### src/itrs_pkg.sv
// itrs_pkg: shared constants and helpers for the integer to radix string block.
// Used by itrs_div and int_to_radix_string. No dependencies.
`timescale 1ns / 1ps

package itrs_pkg;

  localparam int VALUE_WIDTH_DEF = 32;
  localparam int RADIX_W = 6;
  localparam int CHAR_W = 7;

  localparam logic [RADIX_W-1:0] RADIX_MIN = 6'd2;
  localparam logic [RADIX_W-1:0] RADIX_MAX = 6'd36;
  localparam logic [RADIX_W-1:0] RADIX_RESET = 6'd10;

  localparam logic [CHAR_W-1:0] CHAR_ZERO = 7'h30;
  localparam logic [CHAR_W-1:0] CHAR_A = 7'h41;
  localparam logic [CHAR_W-1:0] CHAR_MINUS = 7'h2D;
  localparam logic [RADIX_W-1:0] DIGIT_MAX = 6'd9;

  // Map one digit value to its ASCII character
  function automatic logic [CHAR_W-1:0] digit_char(input logic [RADIX_W-1:0] d);
    logic [CHAR_W-1:0] dx;
    dx = {1'b0, d};
    if (d > DIGIT_MAX) begin
      digit_char = dx - 7'd10 + CHAR_A;
    end else begin
      digit_char = dx + CHAR_ZERO;
    end
  endfunction

  // Clamp a raw radix register value into the usable range
  function automatic logic [RADIX_W-1:0] clamp_radix(input logic [RADIX_W-1:0] r);
    if (r < RADIX_MIN) begin
      clamp_radix = RADIX_MIN;
    end else if (r > RADIX_MAX) begin
      clamp_radix = RADIX_MAX;
    end else begin
      clamp_radix = r;
    end
  endfunction

endpackage

### src/itrs_ram.sv
// itrs_ram: generic single write port, single read port RAM with registered read.
// No dependencies.
`timescale 1ns / 1ps

module itrs_ram #(
  parameter int WIDTH = 8,
  parameter int DEPTH = 32,
  localparam int AW = (DEPTH > 1) ? $clog2(DEPTH) : 1
) (
  input  logic             clk,
  input  logic             we,
  input  logic [AW-1:0]    waddr,
  input  logic [WIDTH-1:0] wdata,
  input  logic [AW-1:0]    raddr,
  output logic [WIDTH-1:0] rdata
);

  logic [WIDTH-1:0] mem [DEPTH];

  // Write port and registered read port
  always_ff @(posedge clk) begin
    if (we) begin
      mem[waddr] <= wdata;
    end
    rdata <= mem[raddr];
  end

endmodule

### src/itrs_div.sv
// itrs_div: restoring divider, one quotient bit per cycle, small divisor.
// Depends on itrs_pkg.
`timescale 1ns / 1ps

module itrs_div
  import itrs_pkg::*;
#(
  parameter int VALUE_WIDTH = VALUE_WIDTH_DEF
) (
  input  logic                   clk,
  input  logic                   rst,
  input  logic                   start,
  input  logic [VALUE_WIDTH-1:0] dividend,
  input  logic [RADIX_W-1:0]     divisor,
  output logic                   done,
  output logic [VALUE_WIDTH-1:0] quotient,
  output logic [RADIX_W-1:0]     remainder
);

  localparam int CNT_W = $clog2(VALUE_WIDTH + 1);

  logic [CNT_W-1:0]   cnt;
  logic [RADIX_W-1:0] dvsr;
  logic [RADIX_W:0]   trial;
  logic               fits;

  // Shift in the next dividend bit and test against the divisor
  assign trial = {remainder, quotient[VALUE_WIDTH-1]};
  assign fits = trial >= {1'b0, dvsr};

  // Control: iteration count and completion pulse
  always_ff @(posedge clk) begin
    if (rst) begin
      cnt <= '0;
      done <= 1'b0;
    end else begin
      done <= 1'b0;
      if (start) begin
        cnt <= CNT_W'(VALUE_WIDTH);
      end else if (cnt != '0) begin
        cnt <= cnt - 1'b1;
        done <= (cnt == CNT_W'(1));
      end
    end
  end

  // Datapath: partial remainder and quotient shift register
  always_ff @(posedge clk) begin
    if (start) begin
      quotient <= dividend;
      remainder <= '0;
      dvsr <= divisor;
    end else if (cnt != '0) begin
      quotient <= {quotient[VALUE_WIDTH-2:0], fits};
      if (fits) begin
        remainder <= RADIX_W'(trial - {1'b0, dvsr});
      end else begin
        remainder <= trial[RADIX_W-1:0];
      end
    end
  end

endmodule

### src/int_to_radix_string.sv
// int_to_radix_string: top level, converts a signed integer to ASCII text in a set base.
// Depends on itrs_pkg, itrs_div and itrs_ram.
//
//   Channel  Direction  Payload                          Handshake
//   s_*      in         tdata: value                     s_tvalid/s_tready
//   m_*      out        tdata: char_code, tlast: is_last m_tvalid/m_tready
//   cfg_*    in         cfg_data: radix                  cfg_valid/cfg_ready
//
// Each digit is found by the shared bit-serial divider, then read back from the
// RAM and presented on m_*; a negative value first gets a minus sign, and a low
// m_tready stalls the output.
// Digits land in a small RAM least significant first and are read back in reverse.
// Reset (synchronous, rst high) sets radix to 10 and returns to idle.
// s_tready is high only when idle; a stalled m_tready holds the current character.
`timescale 1ns / 1ps

module int_to_radix_string
  import itrs_pkg::*;
#(
  parameter int VALUE_WIDTH = VALUE_WIDTH_DEF,
  localparam int IN_W = ((VALUE_WIDTH + 7) / 8) * 8
) (
  input  logic               clk,
  input  logic               rst,
  // Input words
  input  logic               s_tvalid,
  output logic               s_tready,
  input  logic [IN_W-1:0]    s_tdata,   // [VALUE_WIDTH-1:0] value, rest zero
  // Output characters
  output logic               m_tvalid,
  input  logic               m_tready,
  output logic [7:0]         m_tdata,   // [6:0] char_code, [7] zero
  output logic               m_tlast,   // is_last
  // Radix register write
  input  logic               cfg_valid,
  output logic               cfg_ready,
  input  logic [RADIX_W-1:0] cfg_data
);

  localparam int CNT_W = $clog2(VALUE_WIDTH + 1);
  localparam int AW = (VALUE_WIDTH > 1) ? $clog2(VALUE_WIDTH) : 1;

  localparam logic [2:0] S_IDLE = 3'd0;
  localparam logic [2:0] S_DIV  = 3'd1;
  localparam logic [2:0] S_SIGN = 3'd2;
  localparam logic [2:0] S_READ = 3'd3;
  localparam logic [2:0] S_LOAD = 3'd4;
  localparam logic [2:0] S_OUT  = 3'd5;

  logic [2:0]             state;
  logic [RADIX_W-1:0]     radix;
  logic [RADIX_W-1:0]     base;
  logic                   neg;
  logic [CNT_W-1:0]       ndig;
  logic [CHAR_W-1:0]      out_char;
  logic                   out_last;

  logic [VALUE_WIDTH-1:0] in_value;
  logic [VALUE_WIDTH-1:0] in_mag;
  logic                   in_take;
  logic                   div_start;
  logic                   div_done;
  logic [VALUE_WIDTH-1:0] div_quo;
  logic [RADIX_W-1:0]     div_rem;
  logic [VALUE_WIDTH-1:0] div_dividend;
  logic                   more;
  logic [CNT_W-1:0]       ndig_dec;
  logic [CHAR_W-1:0]      rd_char;

  // Handshakes
  assign s_tready = (state == S_IDLE);
  assign in_take = s_tvalid && s_tready;
  assign cfg_ready = 1'b1;
  assign m_tvalid = (state == S_SIGN) || (state == S_OUT);
  assign m_tdata = {1'b0, out_char};
  assign m_tlast = out_last;

  // Magnitude of the input, most negative value wraps to 2^(W-1) unsigned
  assign in_value = s_tdata[VALUE_WIDTH-1:0];
  assign in_mag = in_value[VALUE_WIDTH-1] ? (~in_value + 1'b1) : in_value;

  // Start a division on accept, and again while the quotient is nonzero
  assign more = (div_quo != '0);
  assign div_start = in_take || ((state == S_DIV) && div_done && more);
  assign div_dividend = in_take ? in_mag : div_quo;
  assign ndig_dec = ndig - 1'b1;

  itrs_div #(
    .VALUE_WIDTH(VALUE_WIDTH)
  ) u_div (
    .clk       (clk),
    .rst       (rst),
    .start     (div_start),
    .dividend  (div_dividend),
    .divisor   (in_take ? clamp_radix(radix) : base),
    .done      (div_done),
    .quotient  (div_quo),
    .remainder (div_rem)
  );

  // Digit store, written least significant first, read back in reverse
  itrs_ram #(
    .WIDTH(CHAR_W),
    .DEPTH(VALUE_WIDTH)
  ) u_ram (
    .clk   (clk),
    .we    ((state == S_DIV) && div_done),
    .waddr (ndig[AW-1:0]),
    .wdata (digit_char(div_rem)),
    .raddr (ndig_dec[AW-1:0]),
    .rdata (rd_char)
  );

  // Radix register
  always_ff @(posedge clk) begin
    if (rst) begin
      radix <= RADIX_RESET;
    end else if (cfg_valid && cfg_ready) begin
      radix <= cfg_data;
    end
  end

  // Sequencer
  always_ff @(posedge clk) begin
    if (rst) begin
      state <= S_IDLE;
      ndig <= '0;
      neg <= 1'b0;
      base <= RADIX_RESET;
    end else begin
      unique case (state)
        S_IDLE: begin
          if (in_take) begin
            neg <= in_value[VALUE_WIDTH-1];
            base <= clamp_radix(radix);
            ndig <= '0;
            state <= S_DIV;
          end
        end
        S_DIV: begin
          if (div_done) begin
            ndig <= ndig + 1'b1;
            if (!more) begin
              state <= neg ? S_SIGN : S_READ;
            end
          end
        end
        S_SIGN: begin
          if (m_tready) begin
            state <= S_READ;
          end
        end
        S_READ: begin
          ndig <= ndig_dec;
          state <= S_LOAD;
        end
        S_LOAD: begin
          state <= S_OUT;
        end
        S_OUT: begin
          if (m_tready) begin
            state <= out_last ? S_IDLE : S_READ;
          end
        end
        default: begin
          state <= S_IDLE;
        end
      endcase
    end
  end

  // Output character register
  always_ff @(posedge clk) begin
    if ((state == S_DIV) && div_done && !more && neg) begin
      out_char <= CHAR_MINUS;
      out_last <= 1'b0;
    end else if (state == S_LOAD) begin
      out_char <= rd_char;
      out_last <= (ndig == '0);
    end
  end

endmodule

### config.mk
export PLATFORM = sky130hd
export DESIGN_NAME = int_to_radix_string
export DESIGN_NICKNAME = d
export VERILOG_FILES = /design/src/itrs_pkg.sv /design/src/itrs_ram.sv /design/src/itrs_div.sv /design/src/int_to_radix_string.sv
export SDC_FILE = /design/constraint.sdc
export NUM_CORES = 1
export LEC_CHECK = 0
export ABC_AREA = 1
export BUFFER_PORTS_ARGS = -buffer_cell sky130_fd_sc_hd__buf_2
export CORE_MARGIN = 2
export CORE_UTILIZATION = 60
export CTS_CLUSTER_DIAMETER = 60
export DETAILED_ROUTE_END_ITERATION = 8
export GPL_TIMING_DRIVEN = 0
export PLACE_DENSITY = 0.77
export SLEW_MARGIN = 30
export SYNTH_ARGS = -nofsm -noshare
export SYNTH_HDL_FRONTEND = slang
export SYNTH_SLANG_ARGS = --single-unit
### constraint.sdc
create_clock -name clk -period 11.9 [get_ports clk]
set_clock_uncertainty 0.1 [all_clocks]
set_input_delay 2.38 -clock clk [delete_from_list [all_inputs] [get_ports clk]]
set_output_delay 2.38 -clock clk [all_outputs]
set_load 0.01 [all_outputs]
==> results.sh, run 1 <==
export IMPL_status="completed"
export IMPL_synthAdderAreaFrac_pct=1.71
export IMPL_synth_edf_count=262
export IMPL_design_core_area_um2=23500
export IMPL_final_net_count=1618
export IMPL_num_vias=11000
export IMPL_power_leakage_nw=6.24
export IMPL_yosys_warnings=0
export IMPL_die_area_um2=25200
export IMPL_worst_ep_arrival_time_ns=1.69
export IMPL_grt_pass1_wl_um=56000
export IMPL_synthArstFlopShare_pct=0
export IMPL_post_drt_wl_per_cell_um=18.7
export IMPL_cp_buffers_inverters=2
export IMPL_synthMuxAreaShare_pct=0
export IMPL_htreeDepth=2
export IMPL_drive_gt1_share_pct=11.8
export IMPL_io_buffers=51
export IMPL_fp_row_count=56
export IMPL_grt_setup_unrepaired="no"
export IMPL_critical_path_class="register to output pin"
export IMPL_first_pass_iters=6
export IMPL_maxCapViolations=0
export IMPL_antenna_found_initial=0
export IMPL_syn_area_um2=14400
export IMPL_critPathSlowestCell="dfxtp_1"
export IMPL_clk_path_buf_depth=3
export IMPL_synth_seq_area_share_pct=61.8
export IMPL_critPathRequiredTime_ns=9.42
export IMPL_cts_root_buf="clkbuf_16"
export IMPL_drc=0
export IMPL_period_share_pct=35.0
export IMPL_ys_seq_elements=312
export IMPL_grt_pass1_vias=10600
export IMPL_drtIter0Drc=1270
export IMPL_die_width_um=159
export IMPL_preCtsSetupSlack_ns=7.70
export IMPL_yosysUniqueCellTypes=40
export IMPL_cts_clk_slew_worst_paths_ns=0.06
export IMPL_postCtsHoldBufs=0
export IMPL_synth_compound_area_share_pct=10.4
export IMPL_tns_ns=0
export IMPL_fillers=1716
export IMPL_antennaDiodeCount=0
export IMPL_routed_wl_um=35400
export IMPL_numCtsBuffers=34
export IMPL_synthCells=1463
export IMPL_vias_per_cell=5.80
export IMPL_slowest_delay_ns=0.52
export IMPL_die_h_um=159
export IMPL_hold_viol=0
export IMPL_setup_viol_count_final=0
export IMPL_ctsResizeCount=0
export IMPL_synth_xor_area_share_pct=1.90
export IMPL_cpLargestDelayFamily="flip-flops"
export IMPL_slew_viol_final=0
export IMPL_finalWorstSetupSlack_ns=7.73
export IMPL_critPathMostFrequentCell="nand2_1"
export IMPL_hold_slack_ns=0.369
export IMPL_synth_top_family_by_area="simple AND/OR/NAND/NOR gates"
export IMPL_cp_start_kind="register"
export IMPL_synth_nets=1525
export IMPL_dp_hpwl_um=25000
export IMPL_fmax_mhz=240
export IMPL_ys_flop_type="edfxtp_1"
export IMPL_avgSynthCellArea_um2=9.82
export IMPL_syn_to_final_growth_pct=14.0
export IMPL_worst_pin_slew_ns=0.980
export IMPL_path_cells="inv_2 -> nor2_1 -> nand2_1 -> nand2_1 -> buf_2"
export IMPL_p_per_area_nw_per_um2=304
export IMPL_seq_area_um2=8870
export IMPL_grt_max_degree=33
export IMPL_overflow=0
export IMPL_cts_tree="done"
export IMPL_crit_path_max_fanout=6
export IMPL_min_path_type="register to register"
export IMPL_insertion_delay_ns=0.52
export IMPL_slew_headroom_pct=34.5
export IMPL_antenna_left=0
export IMPL_initial_core_util_pct=61.2
export IMPL_post_cts_buffers=0
export IMPL_routabilityCongestion=0.962
export IMPL_ios=55
export IMPL_synthSimpleGateAreaFrac_pct=19.1
export IMPL_peakVddDrop_v=0.000229
export IMPL_clock_sinks=312
export IMPL_cp_end_kind="output pin"
export IMPL_track_usage_pct=28.4
export IMPL_multiInputGateArea_um2=4860
export IMPL_min_period_ns=4.17
synthesized netlist by cell type, types with 20 or more instances:
master	instances	area, um2
edfxtp_1	262	7870
xor2_1	20	175
a21oi_1	37	185
clkbuf_1	22	82.6
o211ai_1	44	330
o21ai_0	165	826
dfxtp_1	50	1000
inv_1	94	353
nand3_1	124	621
buf_2	29	145
nor2_1	292	1100
nand2_1	217	815
layout make-up:
type                            instances  area share (%)
Sequential cell                       312            54.1
Tap cell                              319            2.44
Clock buffer                           43            5.72
Timing Repair Buffer                   57            2.57
Inverter                              104            2.38
Clock inverter                         17           0.955
Multi-Input combinational cell        981            29.7
Buffer                                 66            2.10
sequential cells by signal, indices dropped and copies added (netlist names):
name,flops
base,6
m_tlast,1
ndig,6
neg,1
out_char,7
radix,6
state,3
u_div.cnt,6
u_div.done,1
u_div.dvsr,6
u_div.quotient,32
u_div.remainder,6
u_ram.mem,224
u_ram.rdata,7
cell families after synthesis:
family | after synthesis
XOR/XNOR | 29
other | 2
AO/OA/AOI/OAI | 267
buffers and inverters | 170
adder cells (fa/ha/maj) | 19
flip-flops | 312
AND/OR/NAND/NOR | 664
layer usage:
metal	part of all wire [%]	GRT usage, %	up-vias
met2	49	48.2	529
met1	39	36.5	5160
li1	-	-	5214
met5	0	0	-
met3	8.4	4.70	110
met4	4.1	11.6	0
placed cells by master (no fill, tap or decap), drive strengths merged:
master / instances
bufinv: 1
o21a: 6
a22o: 1
clkbuf: 65
inv: 108
clkinv: 8
conb: 2
o21ai: 171
xnor2: 8
nor3: 8
edfxtp: 262
o31ai: 2
a32oi: 1
nand3b: 2
nand3: 126
dfxtp: 50
or2: 4
clkinvlp: 4
o211ai: 44
ha: 18
nor2: 297
fa: 1
xor2: 21
a31oi: 1
nand4: 8
nand2: 219
a211oi: 1
a21oi: 37
buf: 101
o2bb2ai: 1
a21boi: 2
power by group:
| part | switching [mW] | leakage [nW] | internal, mW | total, mW |
|---|---|---|---|---|
| Combinational | 1.58 | 2.89 | 0.714 | 2.29 |
| Clock | 0.431 | 0.526 | 0.589 | 1.02 |
| Sequential | 0.0749 | 2.82 | 1.59 | 1.67 |
worst reg2reg max path, stage by stage (launching register included):
cell      delay (ns)
dfxtp_1         0.51
inv_2           0.19
buf_2           0.25
buf_2           0.24
ha_1            0.38
buf_2           0.30
clkbuf_1        0.53
o21ai_0         0.20
o211ai_1        0.28
nand3_1         0.12
nand2_1         0.11
o21a_1          0.23
stage by stage:
| stage | std cells | total power [mW] | instance area [um2] | utilization [%] |
|---|---|---|---|---|
| floorplan | 1463 | 3.03 | 14400 | - |
| global placement | 1833 | 3.72 | 15000 | 64.0 |
| detailed placement | 1839 | 3.91 | 15300 | 65.1 |
| CTS | 1899 | 4.94 | 16400 | 69.8 |
| global route | 1899 | 5.24 | 16400 | 69.8 |
| finish | 1899 | 4.98 | 16400 | 69.8 |
worst paths after layout:
| path | start | end | slack (ns) | depth (start not counted) |
|---|---|---|---|---|
| min reg2reg | out_char[1] | out_char[1] | 0.37 | 2 |
| min | out_char[1] | out_char[1] | 0.37 | 2 |
| max | state[1] | m_tvalid | 7.73 | 5 |
| max reg2reg | ndig[0] | u_ram.rdata[2] | 8.38 | 11 |
No activity file was read; power rests on OpenSTA's default activity.
==> run 2: changes to the inputs <==
- ABC_AREA: 1 -> 0
- CORE_UTILIZATION: 60 -> 56
- PLACE_DENSITY: 0.77 -> 0.75
- clock period: 11.9 -> 3.4 ns (I/O delays scaled with it)
==> results.sh, run 2 <==
export IMPL_htreeDepth=1
export IMPL_worst_r2r_endpoint="u_ram.rdata[4]"
export IMPL_initial_core_util_pct=56.9
export IMPL_cts_tree="done"
export IMPL_cts_root_buf="clkbuf_16"
export IMPL_worst_ep_arrival_time_ns=3.58
export IMPL_finalWorstSetupSlack_ns=0.184
export IMPL_power_leakage_nw=5.27
export IMPL_power_mw=12.3
export IMPL_largest_reg_flops=224
export IMPL_reg2reg_slack_ns=0.18
export IMPL_min_to="radix[1]"
export IMPL_preCtsSetupSlack_ns=-0.684
export IMPL_synthArstFlopShare_pct=0
export IMPL_slew_headroom_pct=42.9
export IMPL_min_delay_path_depth=3
export IMPL_synth_nets=1021
export IMPL_synth_top_area_share_pct=57.1
export IMPL_regMostFlops="u_ram.mem"
export IMPL_io_buffers=50
export IMPL_antenna_left=0
export IMPL_final_net_count=1115
export IMPL_critical_path_class="register to register"
export IMPL_antennaDiodeCount=0
export IMPL_synth_edf_count=262
export IMPL_syn_to_final_growth_pct=14.4
export IMPL_synth_area_leaders="edfxtp_1 (57%), mux4_2 (9.1%), dfxtp_1 (7.3%)"
export IMPL_final_common_cell="edfxtp_1"
export IMPL_worst_pin_slew_ns=0.857
export IMPL_grt_setup_unrepaired="no"
export IMPL_cp_end_kind="register"
export IMPL_post_drt_wl_per_cell_um=20.5
export IMPL_min_from="cfg_data[1]"
export IMPL_synth_seq_area_share_pct=64.3
export IMPL_hold_slack_ns=0.231
export IMPL_routabilityCongestion=0.921
export IMPL_status="completed"
export IMPL_first_pass_iters=5
export IMPL_synth_most_common_cell="edfxtp_1"
export IMPL_crit_path_max_fanout=10
export IMPL_tns_ns=0
export IMPL_cp_buffers_inverters=5
export IMPL_avgSynthCellArea_um2=14.4
export IMPL_hold_viol=0
export IMPL_design_core_area_um2=24200
export IMPL_grt_max_degree=33
export IMPL_cts_clk_slew_worst_paths_ns=0.06
export IMPL_path_cells="clkbuf_2 -> clkbuf_2 -> inv_1 -> ha_1 -> clkbuf_2 -> clkbuf_2 -> mux4_2 -> mux2i_1 -> a32oi_1 -> and3_1"
export IMPL_yosysUniqueCellTypes=60
export IMPL_cpLargestDelayFamily="buffers and inverters"
export IMPL_drive_gt1_share_pct=22.2
export IMPL_period_share_pct=94.6
export IMPL_drtIter0Drc=708
export IMPL_synthCells=959
export IMPL_insertion_delay_ns=0.57
export IMPL_utilization_pct=65.1
export IMPL_syn_area_um2=13800
export IMPL_slowest_delay_ns=0.37
export IMPL_fmax_mhz=311
export IMPL_num_vias=8293
export IMPL_reg2reg_depth=10
export IMPL_ios=55
export IMPL_routed_wl_um=28800
export IMPL_final_cell_mix="edfxtp_1 (262), nand2_1 (95), nor2_1 (71)"
export IMPL_track_usage_pct=22.5
export IMPL_critPathMostFrequentCell="clkbuf_2"
export IMPL_overflow=0
export IMPL_peakVddDrop_v=0.000485
export IMPL_min_period_ns=3.22
export IMPL_reg2reg_from="ndig[0]"
export IMPL_critPathSlowestCell="dfxtp_1"
export IMPL_antenna_found_initial=0
export IMPL_ys_seq_elements=312
export IMPL_vias_per_cell=5.92
export IMPL_clk_path_buf_depth=3
export IMPL_cp_start_kind="register"
export IMPL_ys_flop_type="edfxtp_1"
export IMPL_yosys_top_cells_count="edfxtp_1 (262), nand2_1 (96), nor2_1 (72)"
export IMPL_yosys_warnings=0
export IMPL_min_path_type="primary input to register"
export IMPL_drc=0
export IMPL_clock_sinks=312
export IMPL_die_area_um2=25900
export IMPL_die_width_um=161
export IMPL_critPathRequiredTime_ns=3.76
export IMPL_fp_row_count=57
export IMPL_p_per_area_nw_per_um2=777
export IMPL_setup_viol_count_final=0
export IMPL_grt_pass1_vias=8221
export IMPL_synth_top_area_cell="edfxtp_1"
export IMPL_numCtsBuffers=31
export IMPL_slew_viol_final=0
export IMPL_dp_hpwl_um=19900
export IMPL_maxCapViolations=0
export IMPL_die_h_um=161
export IMPL_grt_pass1_wl_um=45600
export IMPL_largestRegisters="u_ram.mem x224, u_div.quotient x32"
-- run 2: cell count changes in the layout (fill, tap and decap cells not counted), sizes merged, moves of 30 or more --
cell	before	now
nand3	126	30
nand2	219	96
o211ai	44	0
mux4	0	56
inv	108	30
nor2	297	72
o21ai	171	29
xnor2	8	41
mux2	0	33
buf	101	71
-- run 2: metal layers --
metal  vias up  GRT usage (%)  part of all wire [%]
li1       3864              -                     -
met1      4113           32.0                    44
met2       261           36.7                    48
met3        55           3.41                   5.9
met4         0           6.62                   2.8
met5         -              0                     0
-- run 2: power by group --
| group | internal (mW) | leakage, nW | switching, mW | total (mW) |
|---|---|---|---|---|
| Sequential | 5.50 | 2.80 | 0.223 | 5.72 |
| Combinational | 1.14 | 1.97 | 1.97 | 3.11 |
| Clock | 1.99 | 0.504 | 1.44 | 3.43 |
| Total | 8.63 | 5.27 | 3.63 | 12.3 |
-- run 2: area by class of cell --
cell class | count | area [um2]
Buffer | 45 | 200
Clock buffer | 36 | 795
Clock inverter | 22 | 234
Fill cell | 1714 | 8470
Inverter | 28 | 105
Multi-Input combinational cell | 574 | 4740
Sequential cell | 312 | 8870
Tap cell | 324 | 405
Timing Repair Buffer | 61 | 435
-- run 2: repair_timing --
item                       4_1_cts  5_1_grt
hold buffers                     0        0
setup buffers                    1        0
gates resized for setup          7        8
setup endpoints to repair       31       39
pin swaps                        1        0
-- run 2: stage by stage --
step	cells	instance area, um2
6_report	1402	15800
5_1_grt	1402	15800
4_1_cts	1402	15800
3_5_place_dp	1343	14700
3_3_place_gp	1333	14400
2_1_floorplan	959	13800
-- run 2: worst reg2reg max path, cell delays in order, from the launching register on --
cell,delay [ns]
dfxtp_1,0.37
clkbuf_2,0.28
clkbuf_2,0.34
inv_1,0.11
ha_1,0.36
clkbuf_2,0.34
clkbuf_2,0.36
mux4_2,0.36
mux2i_1,0.18
a32oi_1,0.11
and3_1,0.22
-- run 2: how the worst max path moves through the flow --
stage          slack [ns]               to               start  depth (start not counted)
2_1_floorplan        0.39   u_ram.rdata[4]             ndig[0]                         10
3_3_place_gp        -1.24  u_ram.mem[6][1]  u_div.remainder[0]                          5
3_5_place_dp        -0.68   u_ram.rdata[4]             ndig[0]                         10
4_1_cts              0.02   u_ram.rdata[4]             ndig[0]                         10
5_1_grt             0.004   u_ram.rdata[1]             ndig[0]                         10
6_report             0.18   u_ram.rdata[4]             ndig[0]                         10
-- run 2: cells by family after synthesis --
family	count (synthesis)	share of synthesized area [%]
xor+xnor	47	2.99
simple gates	293	10.1
other cells	2	0.0545
buf+inv	73	2.11
fa+ha+maj	20	1.85
compound gates	105	5.36
mux	107	13.2
flops	312	64.3
==> run 3: changes to the inputs <==
- CORE_UTILIZATION: 56 -> 60
- CTS_BUF_LIST: unset -> sky130_fd_sc_hd__clkbuf_8 sky130_fd_sc_hd__clkbuf_16
- PLACE_DENSITY: 0.75 -> 0.77
- clock period: 3.4 -> 3 ns (I/O delays scaled with it)
==> results.sh, run 3 (synthesis gave the netlist of run 2 again) <==
export IMPL_antenna_found_initial=0
export IMPL_maxCapViolations=0
export IMPL_die_area_um2=24200
export IMPL_final_common_cell="edfxtp_1"
export IMPL_post_drt_wl_per_cell_um=21.4
export IMPL_hold_viol=0
export IMPL_power_leakage_nw=5.34
export IMPL_worst_pin_slew_ns=0.873
export IMPL_fin_cells=1365
export IMPL_antennaDiodeCount=0
export IMPL_grt_setup_unrepaired="no"
export IMPL_final_cell_mix="edfxtp_1 (262), nand2_1 (95), nor2_1 (67)"
export IMPL_grt_pass1_wl_um=45900
export IMPL_min_period_ns=2.89
export IMPL_reg2reg_depth=10
export IMPL_crit_path_max_fanout=10
export IMPL_htreeDepth=1
export IMPL_initial_core_util_pct=61.1
export IMPL_worst_ep_arrival_time_ns=2.19
export IMPL_num_vias=8484
export IMPL_clock_sinks=312
export IMPL_final_net_count=1118
export IMPL_vias_per_cell=6.22
export IMPL_power_mw=13.8
export IMPL_first_pass_iters=5
export IMPL_largestRegisters="u_ram.mem x224, u_div.quotient x32"
export IMPL_insertion_delay_ns=0.56
export IMPL_drtIter0Drc=797
export IMPL_overflow=0
export IMPL_largest_reg_flops=224
export IMPL_drc=0
export IMPL_period_share_pct=96.4
export IMPL_cts_root_buf="clkbuf_16"
export IMPL_cp_start_kind="register"
export IMPL_critPathRequiredTime_ns=2.30
export IMPL_track_usage_pct=24.7
export IMPL_antenna_left=0
export IMPL_drive_gt1_share_pct=23.0
export IMPL_status="completed"
export IMPL_routabilityCongestion=0.882
export IMPL_cp_end_kind="output pin"
export IMPL_min_delay_path_depth=3
export IMPL_fmax_mhz=346
export IMPL_peakVddDrop_v=0.000608
export IMPL_io_buffers=50
export IMPL_grt_pass1_vias=8241
export IMPL_min_path_type="primary input to register"
export IMPL_p_per_area_nw_per_um2=877
export IMPL_dp_cells=1303
export IMPL_critical_path_class="register to output pin"
export IMPL_tns_ns=0
export IMPL_routed_wl_um=29100
export IMPL_design_core_area_um2=22600
export IMPL_cts_tree="done"
export IMPL_grt_max_degree=33
export IMPL_cts_clk_slew_worst_paths_ns=0.07
export IMPL_slew_headroom_pct=41.8
export IMPL_die_h_um=156
export IMPL_ios=55
export IMPL_syn_to_final_growth_pct=14.5
export IMPL_setup_viol_count_final=0
export IMPL_regMostFlops="u_ram.mem"
export IMPL_dp_hpwl_um=19900
export IMPL_slew_viol_final=0
export IMPL_fp_row_count=55
export IMPL_die_width_um=156
export IMPL_numCtsBuffers=30
export IMPL_clk_path_buf_depth=3
## run 3: power breakdown
group | internal [mW] | switching, mW | leakage (nW) | total [mW]
logic | 1.17 | 2.22 | 1.99 | 3.39
clock network | 2.38 | 1.58 | 0.543 | 3.96
registers | 6.24 | 0.266 | 2.80 | 6.50
## run 3: layer usage
metal,global-route usage (%),vias up,share of wire [%]
met3,3.19,55,6.5
met2,40.1,349,48
met5,0,-,0
met4,6.64,0,2.6
met1,36.1,4206,43
li1,-,3874,-
## run 3: what timing repair did
| item | in CTS | in global routing |
|---|---|---|
| setup endpoints to repair | 101 | 108 |
| pin swaps | 2 | 1 |
| setup buffers | 4 | 2 |
| hold buffers | 0 | 0 |
| resized for setup | 24 | 15 |
| gates cloned | 1 | 0 |
## run 3: through the flow
step                setup slack, ns  area (um2)  utilization, %  hold WS [ns]
global placement              -1.68       14400            63.8         0.324
floorplan                    0.0257       13800               -         0.317
finish                        0.108       15800            70.0         0.169
CTS                         0.00130       15700            69.8         0.151
global route                 0.0197       15800            70.0         0.176
detailed placement           -0.946       14600            64.6         0.327
## run 3: layout make-up
cell class | count | area (um2)
sequential | 312 | 8870
fill | 1501 | 6780
multi-input combinational | 575 | 4780
clock buffer | 31 | 776
timing repair buffer | 65 | 418
tap | 285 | 357
clock inverter | 25 | 265
buffer | 44 | 226
inverter | 28 | 105
## run 3: worst paths after layout
path | startpoint | end | slack [ns]
worst max-delay path | state[1] | m_tvalid | 0.11
worst min-delay path | cfg_data[3] | radix[3] | 0.17
worst max register to register | ndig[0] | u_ram.rdata[4] | 0.15
worst min register to register | u_ram.rdata[1] | out_char[1] | 0.34
## run 3: worst max-delay path, cell delays in order, from the launching register on
cell and delay, ns:
dfxtp_1 0.32, clkbuf_1 0.38, buf_1 0.42, nand3_1 0.17
o21ai_0 0.16, buf_2 0.19
